**src/dvrt_pkg.sv**
```systemverilog
`timescale 1ns / 1ps

package dvrt_pkg;

   // Field widths of the request, response and CSR channels.
   localparam int KIND_W      = 2;
   localparam int NODE_W      = 4;
   localparam int DIST_W      = 8;
   localparam int CSR_INDEX_W = 1;
   localparam int CSR_DATA_W  = 8;

   // Request kinds.
   localparam logic [KIND_W-1:0] KIND_ADVERT = 2'd0;
   localparam logic [KIND_W-1:0] KIND_LINK   = 2'd1;
   localparam logic [KIND_W-1:0] KIND_LOOKUP = 2'd2;

   // CSR indexes.
   localparam logic [CSR_INDEX_W-1:0] CSR_SELF_ID  = 1'd0;
   localparam logic [CSR_INDEX_W-1:0] CSR_INFINITY = 1'd1;

   // Reset values of the CSRs.
   localparam logic [NODE_W-1:0] SELF_ID_RESET  = 4'd0;
   localparam logic [DIST_W-1:0] INFINITY_RESET = 8'd20;

   typedef struct packed {
      logic usable;
      logic deliver;
      logic resend;
      logic changed;
   } rsp_flags_type;

endpackage

```
**src/distance_vector_route_table.sv**
```systemverilog
// A response is registered from the execute state, which follows acceptance of
// its request; no new request is taken until that state ends. Each request reads
// its table entry from the route RAM and writes it back there if it changed.
// A finished response waits in an output register and may stall the write-back.
// Reset (synchronous, active high) clears all valid marks and restores self_id 0
// and infinity_metric 20; the RAM contents need no clearing.
`timescale 1ns / 1ps

module distance_vector_route_table import dvrt_pkg::*; #(
   parameter int NODE_COUNT  = 16,
   parameter int METRIC_BITS = 8
) (
   input  logic                   clock,
   input  logic                   reset,
   input  logic                   req_valid,
   output logic                   req_stall,
   input  logic [KIND_W-1:0]      req_kind,
   input  logic [NODE_W-1:0]      req_dest_node,
   input  logic [NODE_W-1:0]      req_sender_node,
   input  logic [DIST_W-1:0]      req_adv_distance,
   input  logic                   req_link_up,
   output logic                   rsp_valid,
   input  logic                   rsp_stall,
   output logic [NODE_W-1:0]      rsp_via_node,
   output logic [DIST_W-1:0]      rsp_route_distance,
   output logic                   rsp_route_usable,
   output logic                   rsp_deliver_local,
   output logic                   rsp_resend_table,
   output logic                   rsp_entry_changed,
   input  logic                   csr_valid,
   output logic                   csr_ready,
   input  logic [CSR_INDEX_W-1:0] csr_index,
   input  logic [CSR_DATA_W-1:0]  csr_wdata
);

   localparam int IDX_W   = (NODE_COUNT > 1) ? $clog2(NODE_COUNT) : 1;
   localparam int ENTRY_W = NODE_W + METRIC_BITS;

   typedef enum logic {ST_IDLE, ST_EXEC} state_type;

   state_type               state_ff, state_in;
   logic [NODE_COUNT-1:0]   valid_ff;
   logic [NODE_W-1:0]       self_id_ff;
   logic [DIST_W-1:0]       infinity_ff;

   logic [KIND_W-1:0]       kind_ff;
   logic [NODE_W-1:0]       dest_ff;
   logic [NODE_W-1:0]       sender_ff;
   logic [DIST_W-1:0]       adv_ff;
   logic                    up_ff;
   logic                    in_range_ff;

   logic                    rsp_valid_ff;
   logic [NODE_W-1:0]       rsp_hop_ff;
   logic [DIST_W-1:0]       rsp_dist_ff;
   rsp_flags_type           rsp_flags_ff;

   logic                    accept;
   logic                    out_free;
   logic                    exec_fire;
   logic                    ram_we;
   logic [IDX_W-1:0]        rd_idx;
   logic [IDX_W-1:0]        idx;
   logic [ENTRY_W-1:0]      rd_entry;
   logic [ENTRY_W-1:0]      wr_entry;
   logic                    entry_valid;
   logic [NODE_W-1:0]       new_hop;
   logic [METRIC_BITS-1:0]  new_metric;
   logic [NODE_W-1:0]       upd_hop;
   logic [DIST_W-1:0]       upd_dist;
   rsp_flags_type           upd_flags;

   assign req_stall = (state_ff != ST_IDLE);
   assign accept    = req_valid && !req_stall;
   assign out_free  = !rsp_valid_ff || !rsp_stall;
   assign exec_fire = (state_ff == ST_EXEC) && out_free;
   assign csr_ready = 1'b1;

   assign rd_idx      = IDX_W'(req_dest_node);
   assign idx         = IDX_W'(dest_ff);
   assign entry_valid = in_range_ff && valid_ff[idx];
   assign ram_we      = exec_fire && upd_flags.changed;
   assign wr_entry    = {new_hop, new_metric};

   dvrt_ram #(
      .WIDTH (ENTRY_W),
      .DEPTH (NODE_COUNT)
   ) u_route_ram (
      .clock   (clock),
      .wr_en   (ram_we),
      .wr_addr (idx),
      .wr_data (wr_entry),
      .rd_en   (accept),
      .rd_addr (rd_idx),
      .rd_data (rd_entry)
   );

   dvrt_update #(
      .METRIC_BITS (METRIC_BITS)
   ) u_update (
      .kind            (kind_ff),
      .dest_node       (dest_ff),
      .sender_node     (sender_ff),
      .adv_distance    (adv_ff),
      .link_up         (up_ff),
      .in_range        (in_range_ff),
      .self_id         (self_id_ff),
      .infinity_metric (infinity_ff),
      .entry_valid     (entry_valid),
      .entry_hop       (rd_entry[ENTRY_W-1:METRIC_BITS]),
      .entry_metric    (rd_entry[METRIC_BITS-1:0]),
      .new_hop         (new_hop),
      .new_metric      (new_metric),
      .rsp_hop         (upd_hop),
      .rsp_distance    (upd_dist),
      .rsp_flags       (upd_flags)
   );

   always_comb begin
      state_in = state_ff;
      case (state_ff)
         ST_IDLE: begin
            if (accept) begin
               state_in = ST_EXEC;
            end
         end
         ST_EXEC: begin
            if (out_free) begin
               state_in = ST_IDLE;
            end
         end
         default: begin
            state_in = ST_IDLE;
         end
      endcase
   end

   always_ff @(posedge clock) begin
      if (reset) begin
         state_ff     <= ST_IDLE;
         valid_ff     <= '0;
         self_id_ff   <= SELF_ID_RESET;
         infinity_ff  <= INFINITY_RESET;
         rsp_valid_ff <= 1'b0;
      end else begin
         state_ff <= state_in;
         if (csr_valid && csr_ready) begin
            case (csr_index)
               CSR_SELF_ID:  self_id_ff  <= csr_wdata[NODE_W-1:0];
               CSR_INFINITY: infinity_ff <= csr_wdata[DIST_W-1:0];
               default: begin
               end
            endcase
         end
         if (ram_we) begin
            valid_ff[idx] <= 1'b1;
         end
         if (exec_fire) begin
            rsp_valid_ff <= 1'b1;
            rsp_hop_ff   <= upd_hop;
            rsp_dist_ff  <= upd_dist;
            rsp_flags_ff <= upd_flags;
         end else if (!rsp_stall) begin
            rsp_valid_ff <= 1'b0;
         end
      end
   end

   always_ff @(posedge clock) begin
      if (accept) begin
         kind_ff     <= req_kind;
         dest_ff     <= req_dest_node;
         sender_ff   <= req_sender_node;
         adv_ff      <= req_adv_distance;
         up_ff       <= req_link_up;
         in_range_ff <= (int'(req_dest_node) < NODE_COUNT);
      end
   end

   assign rsp_valid          = rsp_valid_ff;
   assign rsp_via_node       = rsp_hop_ff;
   assign rsp_route_distance = rsp_dist_ff;
   assign rsp_route_usable   = rsp_flags_ff.usable;
   assign rsp_deliver_local  = rsp_flags_ff.deliver;
   assign rsp_resend_table   = rsp_flags_ff.resend;
   assign rsp_entry_changed  = rsp_flags_ff.changed;

`ifndef SYNTHESIS
   // A response only appears right after the execute state.
   a_rsp_after_exec: assert property (@(posedge clock) disable iff (reset)
      $rose(rsp_valid_ff) |-> $past(state_ff == ST_EXEC))
      else $error("response appeared without a write-back cycle");

   // Every RAM write leaves the entry marked valid.
   a_write_sets_valid: assert property (@(posedge clock) disable iff (reset)
      ram_we |=> valid_ff[idx])
      else $error("route entry written but not marked valid");

   // A lookup for this node never modifies the table.
   a_local_no_write: assert property (@(posedge clock) disable iff (reset)
      (rsp_valid_ff && rsp_flags_ff.deliver) |-> !rsp_flags_ff.changed)
      else $error("local delivery reported together with an entry change");
`endif

endmodule

```
**src/dvrt_ram.sv**
```systemverilog
`timescale 1ns / 1ps

module dvrt_ram #(
   parameter int WIDTH = 8,
   parameter int DEPTH = 16
) (
   input  logic                                   clock,
   input  logic                                   wr_en,
   input  logic [(DEPTH > 1 ? $clog2(DEPTH) : 1)-1:0] wr_addr,
   input  logic [WIDTH-1:0]                       wr_data,
   input  logic                                   rd_en,
   input  logic [(DEPTH > 1 ? $clog2(DEPTH) : 1)-1:0] rd_addr,
   output logic [WIDTH-1:0]                       rd_data
);

   logic [WIDTH-1:0] mem_ff [DEPTH];
   logic [WIDTH-1:0] rd_data_ff;

   always_ff @(posedge clock) begin
      if (wr_en) begin
         mem_ff[wr_addr] <= wr_data;
      end
      if (rd_en) begin
         rd_data_ff <= mem_ff[rd_addr];
      end
   end

   assign rd_data = rd_data_ff;

endmodule

```
**src/dvrt_update.sv**
```systemverilog
`timescale 1ns / 1ps

module dvrt_update import dvrt_pkg::*; #(
   parameter int METRIC_BITS = 8
) (
   input  logic [KIND_W-1:0]      kind,
   input  logic [NODE_W-1:0]      dest_node,
   input  logic [NODE_W-1:0]      sender_node,
   input  logic [DIST_W-1:0]      adv_distance,
   input  logic                   link_up,
   input  logic                   in_range,
   input  logic [NODE_W-1:0]      self_id,
   input  logic [DIST_W-1:0]      infinity_metric,
   input  logic                   entry_valid,
   input  logic [NODE_W-1:0]      entry_hop,
   input  logic [METRIC_BITS-1:0] entry_metric,
   output logic [NODE_W-1:0]      new_hop,
   output logic [METRIC_BITS-1:0] new_metric,
   output logic [NODE_W-1:0]      rsp_hop,
   output logic [DIST_W-1:0]      rsp_distance,
   output rsp_flags_type          rsp_flags
);

   // Wide enough for a stored metric and for an advertised distance plus one.
   localparam int CW = (METRIC_BITS > DIST_W + 1) ? METRIC_BITS : DIST_W + 1;
   localparam logic [CW-1:0] METRIC_MAX = CW'((64'd1 << METRIC_BITS) - 64'd1);

   logic [CW-1:0] inf_w;
   logic [CW-1:0] sat;
   logic [CW-1:0] cand_raw;
   logic [CW-1:0] cand;
   logic [CW-1:0] one;
   logic [CW-1:0] met_w;
   logic          at_inf;
   logic          is_self;
   logic          nv;
   logic [NODE_W-1:0] nh;
   logic [CW-1:0] nm;
   logic          resend;
   logic          changed;
   logic          deliver;
   logic          shown;

   assign inf_w    = CW'(infinity_metric);
   assign sat      = (inf_w < METRIC_MAX) ? inf_w : METRIC_MAX;
   assign cand_raw = CW'(adv_distance) + CW'(1);
   assign cand     = (cand_raw > sat) ? sat : cand_raw;
   assign one      = (sat == '0) ? '0 : CW'(1);
   assign met_w    = CW'(entry_metric);
   assign at_inf   = (adv_distance >= infinity_metric);
   assign is_self  = (dest_node == self_id);

   always_comb begin
      nv      = entry_valid;
      nh      = entry_hop;
      nm      = met_w;
      resend  = 1'b0;
      changed = 1'b0;
      deliver = 1'b0;
      case (kind)
         KIND_ADVERT: begin
            if ((!entry_valid || met_w > cand_raw) && !is_self) begin
               nv      = 1'b1;
               nh      = sender_node;
               nm      = cand;
               changed = 1'b1;
               resend  = 1'b1;
            end else if (at_inf && entry_valid && entry_hop == sender_node) begin
               nm      = sat;
               changed = 1'b1;
               resend  = 1'b1;
            end else if (at_inf) begin
               resend  = 1'b1;
            end
         end
         KIND_LINK: begin
            if (link_up) begin
               nv      = 1'b1;
               nh      = dest_node;
               changed = 1'b1;
               if (is_self) begin
                  nm = '0;
               end else begin
                  nm     = one;
                  resend = !(entry_valid && met_w == CW'(1));
               end
            end else if (entry_valid) begin
               nm      = sat;
               changed = 1'b1;
               resend  = 1'b1;
            end
         end
         KIND_LOOKUP: begin
            deliver = is_self;
         end
         default: begin
         end
      endcase
   end

   // A destination outside the table reports nothing and writes nothing.
   assign shown        = nv && in_range;
   assign new_hop      = nh;
   assign new_metric   = nm[METRIC_BITS-1:0];
   assign rsp_hop      = shown ? nh : '0;
   assign rsp_distance = shown ? DIST_W'(nm) : '0;

   assign rsp_flags.usable  = shown && (nm < inf_w);
   assign rsp_flags.deliver = deliver && in_range;
   assign rsp_flags.resend  = resend && in_range;
   assign rsp_flags.changed = changed && in_range;

endmodule
```
**config.mk**
```make
export PLATFORM = sky130hd
export DESIGN_NAME = distance_vector_route_table
export DESIGN_NICKNAME = d
export VERILOG_FILES = /design/src/dvrt_pkg.sv /design/src/distance_vector_route_table.sv /design/src/dvrt_ram.sv /design/src/dvrt_update.sv
export SDC_FILE = /design/constraint.sdc
export NUM_CORES = 1
export LEC_CHECK = 0
export BUFFER_PORTS_ARGS = -buffer_cell sky130_fd_sc_hd__buf_2
export CAP_MARGIN = 10
export CORE_ASPECT_RATIO = 1.4
export CORE_MARGIN = 2
export CORE_UTILIZATION = 30
export DETAILED_ROUTE_END_ITERATION = 10
export HOLD_SLACK_MARGIN = 0.06
export PLACE_DENSITY_LB_ADDON = 0.3
export SETUP_SLACK_MARGIN = 0.5
export SYNTH_ARGS = -nofsm -noshare
export SYNTH_HDL_FRONTEND = slang
export SYNTH_SLANG_ARGS = --single-unit
```
**constraint.sdc**
```tcl
create_clock -name clock -period 5.6 [get_ports clock]
set_input_delay 0.56 -clock clock [delete_from_list [all_inputs] [get_ports clock]]
set_output_delay 0.56 -clock clock [all_outputs]
set_load 0.05 [all_outputs]
```
==> results.ini <==
[synthesis]
synth_seq_cells=269
syn_inst=744
yosysSeqAreaShare_pct=65.83
yosys.cell_types.count=57
yosysWarningCount=0
syn_avg_cell_area_um2=15.88
synth_top_flop_cell=sky130_fd_sc_hd__edfxtp_1
async_reset_ff_share_pct=0
yosys.area.top_type_share_pct=60.75
synth.largest_area_cell=sky130_fd_sc_hd__edfxtp_1
synthesis.nets=809
synth-edff-count=239
synth_area_um2=11810
ys_top_cells_by_area=sky130_fd_sc_hd__edfxtp_1 61%, sky130_fd_sc_hd__mux4_2 12%, sky130_fd_sc_hd__dfxtp_1 5.1%, sky130_fd_sc_hd__ha_1 3.4%, sky130_fd_sc_hd__inv_1 1.5%

[global_routing]
grt_pass1_vias=7022
maximum_number_of_pins_on_one_net_before_global_route_repair=50
wire_length_of_the_first_global_routing_pass_mm=42.86
grt_overflow_total=0
grtUsageTotal_pct=14.23
grt_antenna_before_repair=0

[worst_setup_path]
critPathTopFamily=compound AO/OA/AOI/OAI gates
cp_cell_sequence=ha_1 > xor2_1 > inv_1 > ha_1 > a211o_1 > a221oi_1 > o21ai_1 > a21o_1 > and3_4 > a221o_1 > nor2_1 > ha_1 > a21o_1 > a21o_1 > a21o_1 > a21o_1 > a21o_1 > a211o_1 > a21oi_1
critPathLaunchType=register
cp_num_buf_inv=1
crit_slowest_cell=sky130_fd_sc_hd__edfxtp_1
worstPathMaxFanout=11
worst_ep_arrival_time_ps=5090
timing.critical_path.to_type=register
r2r_setup_slack_ps=910
worst_r2r_endpoint=rsp_route_usable
reg2reg_from=adv_ff[0]
critical-path-max-stage-delay_ps=480
crit_path_frequent_cell=sky130_fd_sc_hd__a21o_1
reg2reg_depth=19
timing_worst_setup_path_type=register to register
worstPathRequired_ps=6000

[floorplanning]
die_area_um2=41010
core_area_um2=39060
placement_rows=86
num_io_pins=52
initial_util_pct=30.25
die_w_um=171.7
die-height_um=238.8

[layout]
flow.area_growth_from_synthesis_pct=15.84
layout_commonest_cell=sky130_fd_sc_hd__edfxtp_1
sequential_cell_area_um2=7777
multi_input_area_um2=3741
antenna_cells_inserted=0
ratio_of_cells_with_drive_above_1_in_the_final_layout_pct=24.97
filler_cell_count=3727
final-instance-count-excl-fill=1361
final_net_count=881
final_core_util_pct=35.04
layout_common_cells=239 x sky130_fd_sc_hd__edfxtp_1, 63 x sky130_fd_sc_hd__mux4_2, 49 x sky130_fd_sc_hd__buf_2
finalInstanceArea_um2=13690

[flow_run]
number_of_max_capacitance_violations_reported=0

[clock_network]
htree_num_levels=1
clk_pin_slew_ps=70
cts-buffers-inserted=25
clock-root-buffer=sky130_fd_sc_hd__clkbuf_16
tritoncts=yes
post_cts_hold_buffer_count=0
worst_skew_pair.late_latency_ps=560
clkSinkCount=269
cts-root-to-sink-buffers=3

[placed_design]
place_area_um2=12800
dpl_worst_slack_ps=664.0
buffer_ports.inserted=50
dpl.cell_count=1314
place_hpwl_mm=18.94
gp_congestion=0.8946

[detailed_routing]
initialDrtViolationCount=536
drt-vias-per-instance=4.912
postRouteWirelength_mm=28.65
drtAntennaViolNets=0
routed_wire_length_per_instance_um=21.05
drt_pass1_iterations=4
vias=6685
detail_route.drc_violations=0

[power_and_ir_drop]
leakagePower_nw=4.635
totalPowerFinal_mw=4.486
p_per_area_nw_per_um2=327.8
peakVddDrop_mv=0.1991

[sta]
post-route-min-period_ps=4691
clock_skew_ps=22.85
final-hold-violation-count=0
timing_worst_slew_pin_value_ps=1220
timing.final.ws_setup_ps=909.3
max_clock_freq_mhz=213.2
finalMaxSlewViolations=0
rsz0062_at_grt=false
final-setup-viol-count=0
finalHoldWorstSlack_ps=183.0
finalSetupTns_ps=0
timing.max_slew.rel_slack_pct=18.68
post-route-period-util_pct=83.76

[min_path]
hold_path_depth=1
min_from=req_kind[0]
hold_path_end=kind_ff[0]
tightest_hold_check_type=primary input to register

[outcome]
outcome=completed

-- cell usage after synthesis (2+ instances only) --
master,n
sky130_fd_sc_hd__a211oi_1,2
sky130_fd_sc_hd__edfxtp_1,239
sky130_fd_sc_hd__a2111oi_0,3
sky130_fd_sc_hd__xnor2_1,9
sky130_fd_sc_hd__o221ai_1,2
sky130_fd_sc_hd__and3_1,7
sky130_fd_sc_hd__or2_2,3
sky130_fd_sc_hd__buf_2,5
sky130_fd_sc_hd__nor4_1,19
sky130_fd_sc_hd__mux2i_1,8
sky130_fd_sc_hd__o21ai_0,6
sky130_fd_sc_hd__dfxtp_1,30
sky130_fd_sc_hd__nand4_1,11
sky130_fd_sc_hd__a221oi_1,2
sky130_fd_sc_hd__a21o_1,7
sky130_fd_sc_hd__nand3_2,6
sky130_fd_sc_hd__a22oi_4,2
sky130_fd_sc_hd__and4_1,2
sky130_fd_sc_hd__nand2b_1,5
sky130_fd_sc_hd__ha_1,32
sky130_fd_sc_hd__o22ai_2,4
sky130_fd_sc_hd__mux4_2,63
sky130_fd_sc_hd__clkbuf_1,21
sky130_fd_sc_hd__a311oi_1,7
sky130_fd_sc_hd__nor2_1,39
sky130_fd_sc_hd__nor2b_1,11
sky130_fd_sc_hd__nand2_1,44
sky130_fd_sc_hd__a211o_1,4
sky130_fd_sc_hd__o22ai_1,16
sky130_fd_sc_hd__nand3b_1,6
sky130_fd_sc_hd__nor3_1,11
sky130_fd_sc_hd__xor2_1,5
sky130_fd_sc_hd__a21oi_1,25
sky130_fd_sc_hd__buf_1,10
sky130_fd_sc_hd__inv_1,46
sky130_fd_sc_hd__nand3_1,7
sky130_fd_sc_hd__and2_1,3
sky130_fd_sc_hd__a221o_1,3
-- registers in the layout, indices dropped and copies added, names as in the netlist, 2 cells and up --
signal               flops
infinity_ff              8
kind_ff                  2
rsp_via_node             4
self_id_ff               4
u_route_ram.mem_ff     192
sender_ff                4
dest_ff                  4
u_route_ram.rd_data     12
valid_ff                16
adv_ff                   8
rsp_route_distance       8
-- metal layers --
metal	GRT usage, %	up-vias	wire length, um
met2	26.51	188	15470
met4	6.035	0	1042
li1	-	3075	-
met3	2.152	61	1291
met5	0	-	0
met1	15.90	3361	10850
-- worst max-delay path by stage --
stage | end | startpoint | slack, ps | cells past startpoint
after floorplan | rsp_route_usable | adv_ff[0] | 770 | 20
after global placement | rsp_route_usable | adv_ff[0] | 830 | 20
after detailed placement | rsp_route_usable | adv_ff[0] | 660 | 20
final | rsp_route_usable | adv_ff[0] | 910 | 19
after global routing | rsp_route_usable | adv_ff[0] | 540 | 19
after CTS | rsp_route_usable | adv_ff[0] | 680 | 20
-- logic make-up (layout without fill, tap and decap cells) --
| logic type | after synthesis | count (layout) | share of synthesized area [%] |
|---|---|---|---|
| simple gates | 177 | 177 | 7.901 |
| mux | 72 | 72 | 12.91 |
| fa+ha+maj | 32 | 32 | 3.389 |
| xor+xnor | 14 | 14 | 1.038 |
| compound gates | 94 | 94 | 6.048 |
| buf+inv | 85 | 174 | 2.849 |
| flops | 269 | 269 | 65.83 |
| other cells | 1 | 1 | 0.03174 |
-- final cells by class --
type	count	share of cell area, %
timing repair buffer	83	3.657
clock buffer	30	4.708
clock inverter	14	1.353
inverter	47	1.289
tap	528	4.827
multi-input combinational	390	27.34
sequential	269	56.83
-- power by group --
group          total, mW  internal, mW  switching [mW]
clock               1.75          1.01           0.736
sequential          2.31          2.27          0.0422
combinational      0.429         0.161           0.268
-- repair_timing --
item	in CTS	in global routing
setup endpoints to repair	0	1
setup buffers	0	0
resized for setup	0	6
hold endpoints to repair	0	0
(Power assumes the default switching activity.)
